File: src/design/thick_line_rasterizer_assert.svh
// Assertion helpers for the line rasterizer. Clock and reset are taken from
// the scope of use (clk, rst).
`ifndef THICK_LINE_RASTERIZER_ASSERT_SVH
`define THICK_LINE_RASTERIZER_ASSERT_SVH

// Consequent must hold in the same cycle as the antecedent.
`define TLR_ASSERT_NOW(label, ante, cons, msg) \
  label: assert property (@(posedge clk) disable iff (rst) (ante) |-> (cons)) \
    else $error(msg);

// Consequent must hold in the cycle after the antecedent.
`define TLR_ASSERT_NEXT(label, ante, cons, msg) \
  label: assert property (@(posedge clk) disable iff (rst) (ante) |=> (cons)) \
    else $error(msg);

`endif

File: src/design/tlr_pkg.sv
package tlr_pkg;

  localparam int COORD_BITS_DEFAULT = 10;
  localparam int SCREEN_BITS        = 11;
  localparam int COLOR_BITS         = 8;
  localparam int THICK_BITS         = 10;
  localparam int HALF_BITS          = THICK_BITS - 1;
  localparam int OFF_BITS           = HALF_BITS + 1;
  localparam int PIXEL_BITS         = 11;
  localparam int CFG_INDEX_BITS     = 1;

  localparam logic [SCREEN_BITS-1:0] SCREEN_WIDTH_RESET  = SCREEN_BITS'(240);
  localparam logic [SCREEN_BITS-1:0] SCREEN_HEIGHT_RESET = SCREEN_BITS'(240);

  // register indexes on the config port
  localparam logic [CFG_INDEX_BITS-1:0] REG_SCREEN_WIDTH  = 1'b0;
  localparam logic [CFG_INDEX_BITS-1:0] REG_SCREEN_HEIGHT = 1'b1;

  // input mode bit
  localparam logic MODE_START = 1'b0;

  // which copy of the line is being walked
  typedef enum logic [2:0] {
    SIDE_CENTER = 3'b001,
    SIDE_MINUS  = 3'b010,
    SIDE_PLUS   = 3'b100
  } side_t;

  typedef struct packed {
    logic [PIXEL_BITS-1:0] x;
    logic [PIXEL_BITS-1:0] y;
    logic [COLOR_BITS-1:0] red;
    logic [COLOR_BITS-1:0] green;
    logic [COLOR_BITS-1:0] blue;
    logic                  last;
  } pixel_t;

endpackage

File: src/design/thick_line_rasterizer.sv
// Thick line rasterizer.
// Command channel (cmd_valid / cmd_stall): mode 0 is a start beat carrying two
// endpoints, a color and a thickness; it makes no pixel and aborts any line in
// progress. Mode 1 is a request beat; while a line is active each request
// makes exactly one pixel beat, otherwise it is swallowed without a result.
// Pixel channel (pix_valid / pix_stall): one beat per pixel, last marks the
// final pixel of the final copy. Center line first, then minus and plus
// copies at offsets 1 .. thickness/2 (shifted in y for x-major lines, in x
// otherwise); copies starting off screen are skipped.
// Config port: cfg_we with cfg_index / cfg_data sets screen width and height;
// write only while no line is active.
// Throughput: one command beat per cycle while cmd_stall is low. A Bresenham
// step is one add/compare level off the state registers; setting up the next
// copy is a short chain of limit compare, endpoint shift and distance / error
// setup. A request beat's pixel is registered in the output register, or in
// the skid entry behind it, which takes one more pixel beat while the sink
// stalls; cmd_stall is high exactly while it is full, and it drains on the
// first edge without pixel stall.
// Reset (rst, synchronous): idle, both screen registers back to 240, no
// pixel pending.
module thick_line_rasterizer #(
  parameter int COORD_BITS = tlr_pkg::COORD_BITS_DEFAULT
) (
  input  logic                                  clk,
  input  logic                                  rst,
  input  logic                                  cfg_we,
  input  logic [tlr_pkg::CFG_INDEX_BITS-1:0]    cfg_index,
  input  logic [tlr_pkg::SCREEN_BITS-1:0]       cfg_data,
  input  logic                                  cmd_valid,
  output logic                                  cmd_stall,
  input  logic                                  mode,
  input  logic [COORD_BITS-1:0]                 start_x,
  input  logic [COORD_BITS-1:0]                 start_y,
  input  logic [COORD_BITS-1:0]                 end_x,
  input  logic [COORD_BITS-1:0]                 end_y,
  input  logic [tlr_pkg::COLOR_BITS-1:0]        red,
  input  logic [tlr_pkg::COLOR_BITS-1:0]        green,
  input  logic [tlr_pkg::COLOR_BITS-1:0]        blue,
  input  logic [tlr_pkg::THICK_BITS-1:0]        thickness,
  output logic                                  pix_valid,
  input  logic                                  pix_stall,
  output logic [tlr_pkg::PIXEL_BITS-1:0]        pixel_x,
  output logic [tlr_pkg::PIXEL_BITS-1:0]        pixel_y,
  output logic [tlr_pkg::COLOR_BITS-1:0]        pixel_red,
  output logic [tlr_pkg::COLOR_BITS-1:0]        pixel_green,
  output logic [tlr_pkg::COLOR_BITS-1:0]        pixel_blue,
  output logic                                  last
);

  // Cursor width: an endpoint plus the largest offset must fit.
  localparam int CW  = ((COORD_BITS > tlr_pkg::HALF_BITS) ? COORD_BITS
                                                           : tlr_pkg::HALF_BITS) + 1;
  localparam int EW  = CW + 2;           // error term, signed
  localparam int E2W = EW + 1;           // doubled error term
  localparam int SW  = COORD_BITS + 12;  // compare width for limit checks
  localparam logic [CW-1:0] C_ONE = CW'(1);

  typedef struct packed {
    logic [CW-1:0]        cx;
    logic [CW-1:0]        cy;
    logic [CW-1:0]        ex;
    logic [CW-1:0]        ey;
    logic [CW-1:0]        dx;
    logic [CW-1:0]        dy;
    logic signed [EW-1:0] err;
    logic                 nx;
    logic                 ny;
  } walk_t;

  // Bresenham setup for one walk.
  function automatic walk_t begin_walk(input logic [CW-1:0] x0, input logic [CW-1:0] y0,
                                       input logic [CW-1:0] x1, input logic [CW-1:0] y1);
    walk_t w;
    w.dx  = (x1 > x0) ? x1 - x0 : x0 - x1;
    w.dy  = (y1 > y0) ? y1 - y0 : y0 - y1;
    w.nx  = !(x0 < x1);
    w.ny  = !(y0 < y1);
    w.err = $signed(EW'(w.dx)) - $signed(EW'(w.dy));
    w.cx  = x0;
    w.cy  = y0;
    w.ex  = x1;
    w.ey  = y1;
    return w;
  endfunction

  // Whether a copy at this side and offset is drawn.
  function automatic logic pass_ok(input tlr_pkg::side_t side,
                                   input logic [tlr_pkg::OFF_BITS-1:0] off,
                                   input logic [COORD_BITS-1:0] s0,
                                   input logic [tlr_pkg::HALF_BITS-1:0] hw,
                                   input logic [tlr_pkg::SCREEN_BITS-1:0] lim);
    logic range_ok;
    range_ok = SW'(off) <= SW'(hw);
    if (side == tlr_pkg::SIDE_MINUS) begin
      return range_ok && (SW'(off) <= SW'(s0));
    end else begin
      return range_ok && ((SW'(s0) + SW'(off)) < SW'(lim));
    end
  endfunction

  // config
  logic [tlr_pkg::SCREEN_BITS-1:0] screen_width, screen_height;

  // line state
  logic [CW-1:0]        cursor_x, cursor_y, pass_end_x, pass_end_y;
  logic [CW-1:0]        distance_x, distance_y;
  logic signed [EW-1:0] error_term;
  logic                 step_neg_x, step_neg_y;
  logic [COORD_BITS-1:0] line_sx, line_sy, line_ex, line_ey;
  logic [tlr_pkg::COLOR_BITS-1:0] color_r, color_g, color_b;
  logic [tlr_pkg::HALF_BITS-1:0]  half_width, offset_count;
  tlr_pkg::side_t       pass_side;
  logic                 horizontal_major;
  logic                 busy;

  // output register and skid entry
  tlr_pkg::pixel_t out_pix, skid_pix, new_pix;
  logic            skid_valid;

  logic accept, is_start, is_req, at_end;
  assign cmd_stall = skid_valid;
  assign accept    = cmd_valid && !cmd_stall;
  assign is_start  = accept && (mode == tlr_pkg::MODE_START);
  assign is_req    = accept && (mode != tlr_pkg::MODE_START) && busy;
  assign at_end    = (cursor_x == pass_end_x) && (cursor_y == pass_end_y);

  // ---- Bresenham step on the current walk ----
  logic signed [E2W-1:0] e2, dxs, dys, err_sum;
  logic                  step_x, step_y;
  logic [CW-1:0]         cursor_x_step, cursor_y_step;

  always_comb begin
    e2      = $signed({error_term, 1'b0});
    dxs     = $signed(E2W'(distance_x));
    dys     = $signed(E2W'(distance_y));
    step_x  = e2 > -dys;
    step_y  = e2 < dxs;
    err_sum = E2W'(error_term);
    if (step_x) begin
      err_sum = err_sum - dys;
    end
    if (step_y) begin
      err_sum = err_sum + dxs;
    end
    cursor_x_step = cursor_x;
    if (step_x) begin
      cursor_x_step = step_neg_x ? cursor_x - C_ONE : cursor_x + C_ONE;
    end
    cursor_y_step = cursor_y;
    if (step_y) begin
      cursor_y_step = step_neg_y ? cursor_y - C_ONE : cursor_y + C_ONE;
    end
  end

  // ---- pick the next drawn copy ----
  // Skips are monotone in the offset: once a minus (or plus) copy falls off
  // the screen, every larger offset on that side does too. So at most two
  // candidates need a look: after a minus copy, the plus copy at the same
  // offset, then the minus copy one further out; after a plus copy (or the
  // center line, offset zero), the minus and then plus copy one further out.
  logic [COORD_BITS-1:0]            s0, s1;
  logic [tlr_pkg::SCREEN_BITS-1:0]  lim;
  logic [tlr_pkg::OFF_BITS-1:0]     off_cur, off_inc, try1_off, try2_off, sel_off;
  tlr_pkg::side_t                   try1_side, try2_side, sel_side;
  logic                             ok1, ok2, any_ok;
  logic [CW-1:0]                    a0, a1, ow, n0, n1, px0, py0, px1, py1;
  walk_t                            pass_walk, start_walk;

  always_comb begin
    s0      = horizontal_major ? line_sy : line_sx;
    s1      = horizontal_major ? line_ey : line_ex;
    lim     = horizontal_major ? screen_height : screen_width;
    off_cur = tlr_pkg::OFF_BITS'(offset_count);
    off_inc = off_cur + tlr_pkg::OFF_BITS'(1);
    if (pass_side == tlr_pkg::SIDE_MINUS) begin
      try1_side = tlr_pkg::SIDE_PLUS;
      try1_off  = off_cur;
      try2_side = tlr_pkg::SIDE_MINUS;
      try2_off  = off_inc;
    end else begin
      try1_side = tlr_pkg::SIDE_MINUS;
      try1_off  = off_inc;
      try2_side = tlr_pkg::SIDE_PLUS;
      try2_off  = off_inc;
    end
    ok1      = pass_ok(try1_side, try1_off, s0, half_width, lim);
    ok2      = pass_ok(try2_side, try2_off, s0, half_width, lim);
    any_ok   = ok1 || ok2;
    sel_side = ok1 ? try1_side : try2_side;
    sel_off  = ok1 ? try1_off : try2_off;

    // shifted endpoints; minus end clamps at zero, plus end is not clipped
    a0 = CW'(s0);
    a1 = CW'(s1);
    ow = CW'(sel_off);
    if (sel_side == tlr_pkg::SIDE_MINUS) begin
      n0 = a0 - ow;
      n1 = (a1 >= ow) ? a1 - ow : '0;
    end else begin
      n0 = a0 + ow;
      n1 = a1 + ow;
    end
    px0 = horizontal_major ? CW'(line_sx) : n0;
    py0 = horizontal_major ? n0 : CW'(line_sy);
    px1 = horizontal_major ? CW'(line_ex) : n1;
    py1 = horizontal_major ? n1 : CW'(line_ey);
    pass_walk  = begin_walk(px0, py0, px1, py1);
    start_walk = begin_walk(CW'(start_x), CW'(start_y), CW'(end_x), CW'(end_y));
  end

  // pixel made by a request beat: the cursor before it moves
  always_comb begin
    new_pix.x     = tlr_pkg::PIXEL_BITS'(cursor_x);
    new_pix.y     = tlr_pkg::PIXEL_BITS'(cursor_y);
    new_pix.red   = color_r;
    new_pix.green = color_g;
    new_pix.blue  = color_b;
    new_pix.last  = at_end && !any_ok;
  end

  // ---- state ----
  always_ff @(posedge clk) begin
    if (rst) begin
      screen_width     <= tlr_pkg::SCREEN_WIDTH_RESET;
      screen_height    <= tlr_pkg::SCREEN_HEIGHT_RESET;
      busy             <= 1'b0;
      pass_side        <= tlr_pkg::SIDE_CENTER;
      offset_count     <= '0;
      horizontal_major <= 1'b0;
    end else begin
      if (cfg_we) begin
        if (cfg_index == tlr_pkg::REG_SCREEN_WIDTH) begin
          screen_width <= cfg_data;
        end
        if (cfg_index == tlr_pkg::REG_SCREEN_HEIGHT) begin
          screen_height <= cfg_data;
        end
      end

      if (is_start) begin
        line_sx          <= start_x;
        line_sy          <= start_y;
        line_ex          <= end_x;
        line_ey          <= end_y;
        color_r          <= red;
        color_g          <= green;
        color_b          <= blue;
        half_width       <= thickness[tlr_pkg::THICK_BITS-1:1];
        offset_count     <= '0;
        pass_side        <= tlr_pkg::SIDE_CENTER;
        cursor_x         <= start_walk.cx;
        cursor_y         <= start_walk.cy;
        pass_end_x       <= start_walk.ex;
        pass_end_y       <= start_walk.ey;
        distance_x       <= start_walk.dx;
        distance_y       <= start_walk.dy;
        error_term       <= start_walk.err;
        step_neg_x       <= start_walk.nx;
        step_neg_y       <= start_walk.ny;
        horizontal_major <= start_walk.dx > start_walk.dy;
        busy             <= thickness != '0;
      end else if (is_req) begin
        if (at_end) begin
          if (any_ok) begin
            pass_side    <= sel_side;
            offset_count <= tlr_pkg::HALF_BITS'(sel_off);
            cursor_x     <= pass_walk.cx;
            cursor_y     <= pass_walk.cy;
            pass_end_x   <= pass_walk.ex;
            pass_end_y   <= pass_walk.ey;
            distance_x   <= pass_walk.dx;
            distance_y   <= pass_walk.dy;
            error_term   <= pass_walk.err;
            step_neg_x   <= pass_walk.nx;
            step_neg_y   <= pass_walk.ny;
          end else begin
            busy <= 1'b0;
          end
        end else begin
          cursor_x   <= cursor_x_step;
          cursor_y   <= cursor_y_step;
          error_term <= EW'(err_sum);
        end
      end
    end
  end

  // ---- output register with skid entry ----
  always_ff @(posedge clk) begin
    if (rst) begin
      pix_valid  <= 1'b0;
      skid_valid <= 1'b0;
    end else if (!pix_valid || !pix_stall) begin
      if (skid_valid) begin
        out_pix    <= skid_pix;
        pix_valid  <= 1'b1;
        skid_valid <= 1'b0;
      end else begin
        out_pix   <= new_pix;
        pix_valid <= is_req;
      end
    end else if (is_req) begin
      skid_pix   <= new_pix;
      skid_valid <= 1'b1;
    end
  end

  assign pixel_x     = out_pix.x;
  assign pixel_y     = out_pix.y;
  assign pixel_red   = out_pix.red;
  assign pixel_green = out_pix.green;
  assign pixel_blue  = out_pix.blue;
  assign last        = out_pix.last;

  // ---- checks ----
  logic on_center;
  assign on_center = (pass_side == tlr_pkg::SIDE_CENTER);

`include "thick_line_rasterizer_assert.svh"

  `TLR_ASSERT_NOW(a_skid_behind_out, skid_valid, pix_valid, "skid entry held with output empty")
  `TLR_ASSERT_NOW(a_center_offset, on_center, offset_count == '0, "center line with offset")
  `TLR_ASSERT_NEXT(a_done_goes_idle, is_req && at_end && !any_ok, !busy, "busy after last pixel")

endmodule

File: config.mk
export PLATFORM = sky130hd
export DESIGN_NAME = thick_line_rasterizer
export DESIGN_NICKNAME = d
export VERILOG_FILES = /design/src/design/tlr_pkg.sv /design/src/design/thick_line_rasterizer.sv
export VERILOG_INCLUDE_DIRS = /design/src /design/src/design
export SDC_FILE = /design/constraint.sdc
export NUM_CORES = 1
export LEC_CHECK = 0
export BUFFER_PORTS_ARGS = -buffer_cell sky130_fd_sc_hd__clkbuf_2
export CAP_MARGIN = 20
export CORE_UTILIZATION = 40
export CTS_CLUSTER_DIAMETER = 150
export DETAILED_ROUTE_END_ITERATION = 10
export GPL_TIMING_DRIVEN = 1
export HOLD_SLACK_MARGIN = 0.15
export MAX_ROUTING_LAYER = met4
export PLACE_DENSITY_LB_ADDON = 0.1
export SLEW_MARGIN = 15
export SYNTH_ARGS = -nofsm -noshare
export SYNTH_HDL_FRONTEND = slang
export SYNTH_SLANG_ARGS = --single-unit
File: constraint.sdc
create_clock -name clk -period 11.71 [get_ports clk]
set_input_delay 0.5855 -clock clk [delete_from_list [all_inputs] [get_ports clk]]
set_output_delay 0.5855 -clock clk [all_outputs]
set_load 0.03 [all_outputs]
==> metrics.yaml <==
finalWirelength_um: 80600
cp_data_required_time_ns: 12.09
pwr-share-clk: 0.231
place_congestion: 0.992
reg2reg_slack_ns: 0.53
fin_crit_sh: 0.954
dp_hpwl_um: 65100
die_w_um: 243
syn_area_um2: 23200
r2r_cells: 46
place_area_um2: 25100
cts_tree: "yes"
clkSinkCount: 286
synthArstFlopShare: 0
ant_nets: 0
drv_slew: 0
power.switching_uw: 1890
outcome: "finished, final reports clean"
r2r-end: "error_term[10]$_DFFE_PP_"
final_cell_mix: "ha_1 (278), edfxtp_1 (248), inv_1 (243)"
p_int_uw: 2770
cp-endpoint: "error_term[10]$_DFFE_PP_"
drtIter0Drc: 1418
p_per_area_nw_per_um2: 176
cts_buffers: 37
first_pass_iters: 6
setup_viol: 0
maxCapViolations: 0
avgSynthCellArea_um2: 9.48
fmax_ghz: 0.0895
vias_per_cell: 5.55
skew_ns: 0.0239
worst_pin_slew_ns: 0.989
synth_seq_cells: 286
synth_fp_nets: 2834
overflow: 0
final_common_cell: "ha_1"
grt_usage: 0.277
combPwrFrac: 0.504
design.portCount: 141
syn2layout_area_growth_pct: 14.1
crit_top_cell: "a21o_1"
synthFlopType: "edfxtp_1"
antenna_found_initial: 1
post_drt_wl_per_cell_um: 23.7
min_path_type: "in2reg"
nNetsFinal: 3009
crit_buf_inv: 4
synth_edf_count: 248
p_seq_frac: 0.265
grt_pass1_wl_um: 119000
clock-root-buffer: "clkbuf_16"
dpl_worst_slack_ns: -0.235
critPathArrivalTime_ns: 11.55
ir_drop_v: 0.000143
worstSetupPathType: "reg2reg"
p_leak_uw: 0.0116
grt_max_degree: 58
crit_path_end_kind: "flop"
netSwitchingFraction: 0.406
final_cell_area_um2: 26400
slew_headroom: 0.324
path_depth: 46
htreeDepth: 2
period_needed_ns: 11.18
core_um2: 56800
clock_latency_ns: 0.57
drive_gt1_frac: 0.147
first_global_vias: 18375
clk_path_buf_depth: 3
num_rows: 87
path_clk_slew_ns: 0.06
start_util: 0.408
finalHoldViolations: 0
yosysSeqAreaShare: 0.354
fin_setup_tns_ns: 0
hp-start: "green[5]"
worst_path_max_delay_cell: "dfxtp_4"
port_buffers: 140
synth_cell_type_count: 72
setup_ws_ns: 0.535
remaining_drc_errors: 0
ys_warn_count: 0
path_max_fanout: 19
nFillCells: 5538
path_delay_family: "compound AO/OA/AOI/OAI gates"
fin_util: 0.465
vias: 18895
die_y_um: 243
multiInputGateArea_um2: 13900
startpoint: "horizontal_major$_SDFFE_PP0P_"
cp-start-kind: "flop"
dieArea_um2: 58900
seq_area_um2: 8210
r2r-start: "horizontal_major$_SDFFE_PP0P_"
cpPeakStageDelay_ns: 0.54
synth_cells: 2445
-- power by group through the flow --
| stage | registers, µW | clock network [µW] | logic, µW |
|---|---|---|---|
| 2_1_floorplan | 1250 | 0 | 1530 |
| 3_3_place_gp | 1260 | 0 | 2270 |
| 3_5_place_dp | 1260 | 0 | 2270 |
| 4_1_cts | 1240 | 1100 | 2300 |
| 5_1_grt | 1240 | 1140 | 2540 |
| 6_report | 1240 | 1080 | 2350 |
-- kinds of logic (layout without fill, tap and decap cells) --
family / after synthesis / after routing / share of synthesized area
AO/OA/AOI/OAI: 600 / 600 / 0.165
XOR/XNOR: 160 / 160 / 0.0608
adder cells (fa/ha/maj): 297 / 297 / 0.167
buffers and inverters: 326 / 528 / 0.0530
flip-flops: 286 / 286 / 0.354
multiplexers: 168 / 168 / 0.0767
other: 0 / 1 / 0
AND/OR/NAND/NOR: 608 / 608 / 0.124
-- cells in the mapped netlist (all sizes together) (12+ instances only) --
cell type    n  area [µm²]
inv        243         912
o21a        34         255
a21oi      185         926
o21ai      121         606
o21bai      27         203
and2        17         106
nand3       29         145
nor3        28         145
nand4       25         156
ha         278        3480
nand3b      13        97.6
a211oi      24         180
nand2b      35         219
a21boi      13        97.6
a21o        76         571
nor2b       46         288
dfxtp       38         761
xnor2      120        1060
mux2i       91         911
nand2      180         676
clkbuf      69         259
xor2        40         350
edfxtp     248        7450
buf         14        56.3
mux2        77         867
a31oi       15        93.8
nor2       185         694
or3         14        87.6
o211ai      12        90.1
fa          19         380
o31ai       19         156
-- flip-flops by register name, indices dropped and copies added, names as in the netlist, 9 cells and up --
name / cells
pass_end_x: 11
error_term: 13
line_sx: 10
line_ex: 10
pixel_x: 11
half_width: 9
offset_count: 9
pixel_y: 11
pass_end_y: 11
skid_pix: 47
cursor_y: 11
distance_y: 11
screen_width: 11
distance_x: 11
cursor_x: 11
line_sy: 10
screen_height: 11
line_ey: 10
-- how the worst min path moves through the flow --
stage                              to  cells after the start
2_1_floorplan  skid_pix[10]$_DFFE_PP_                      0
3_3_place_gp   skid_pix[19]$_DFFE_PP_                      0
3_5_place_dp    skid_pix[8]$_DFFE_PP_                      0
4_1_cts          color_g[5]$_DFFE_PP_                      1
5_1_grt          color_g[5]$_DFFE_PP_                      1
6_report         color_g[5]$_DFFE_PP_                      1
-- per-layer routing --
layer	vias up	track usage	share of wire
met3	95	0.0291	0.051
met1	9179	0.377	0.46
met5	-	-	0
met4	0	0.0744	0.026
met2	557	0.438	0.46
li1	9064	-	-
-- worst register-to-register path, delay by kind of cell, from the launching register on --
family	cells	cell delay (ns)
AO/OA/AOI/OAI	22	4.32
adder cells (fa/ha/maj)	6	2.14
buffers and inverters	4	0.46
flip-flops	1	0.54
multiplexers	3	1.06
AND/OR/NAND/NOR	11	2.49
-- cell type report --
cell class | instances | share of cell area
multi-input combinational | 1833 | 0.525
clock buffer | 48 | 0.0386
tap | 756 | 0.0358
clock inverter | 18 | 0.00545
inverter | 243 | 0.0345
timing repair buffer | 219 | 0.0494
antenna | 1 | 0.0000947
sequential | 286 | 0.311
-- metrics by stage --
step	total power (µW)	cells	hold WS, ns
6_report	4660	3404	0.198
5_1_grt	4920	3403	0.182
4_1_cts	4630	3397	0.169
3_5_place_dp	3530	3331	0.435
3_3_place_gp	3530	3331	0.428
2_1_floorplan	2780	2445	0.422
-- timing repair --
item | in CTS | in global routing
endpoints found under the setup margin | 5 | 10
hold buffers | 0 | 0
pin swaps | 0 | 2
setup buffers | 0 | 6
resized for setup | 5 | 17
(Power assumes the default switching activity.)
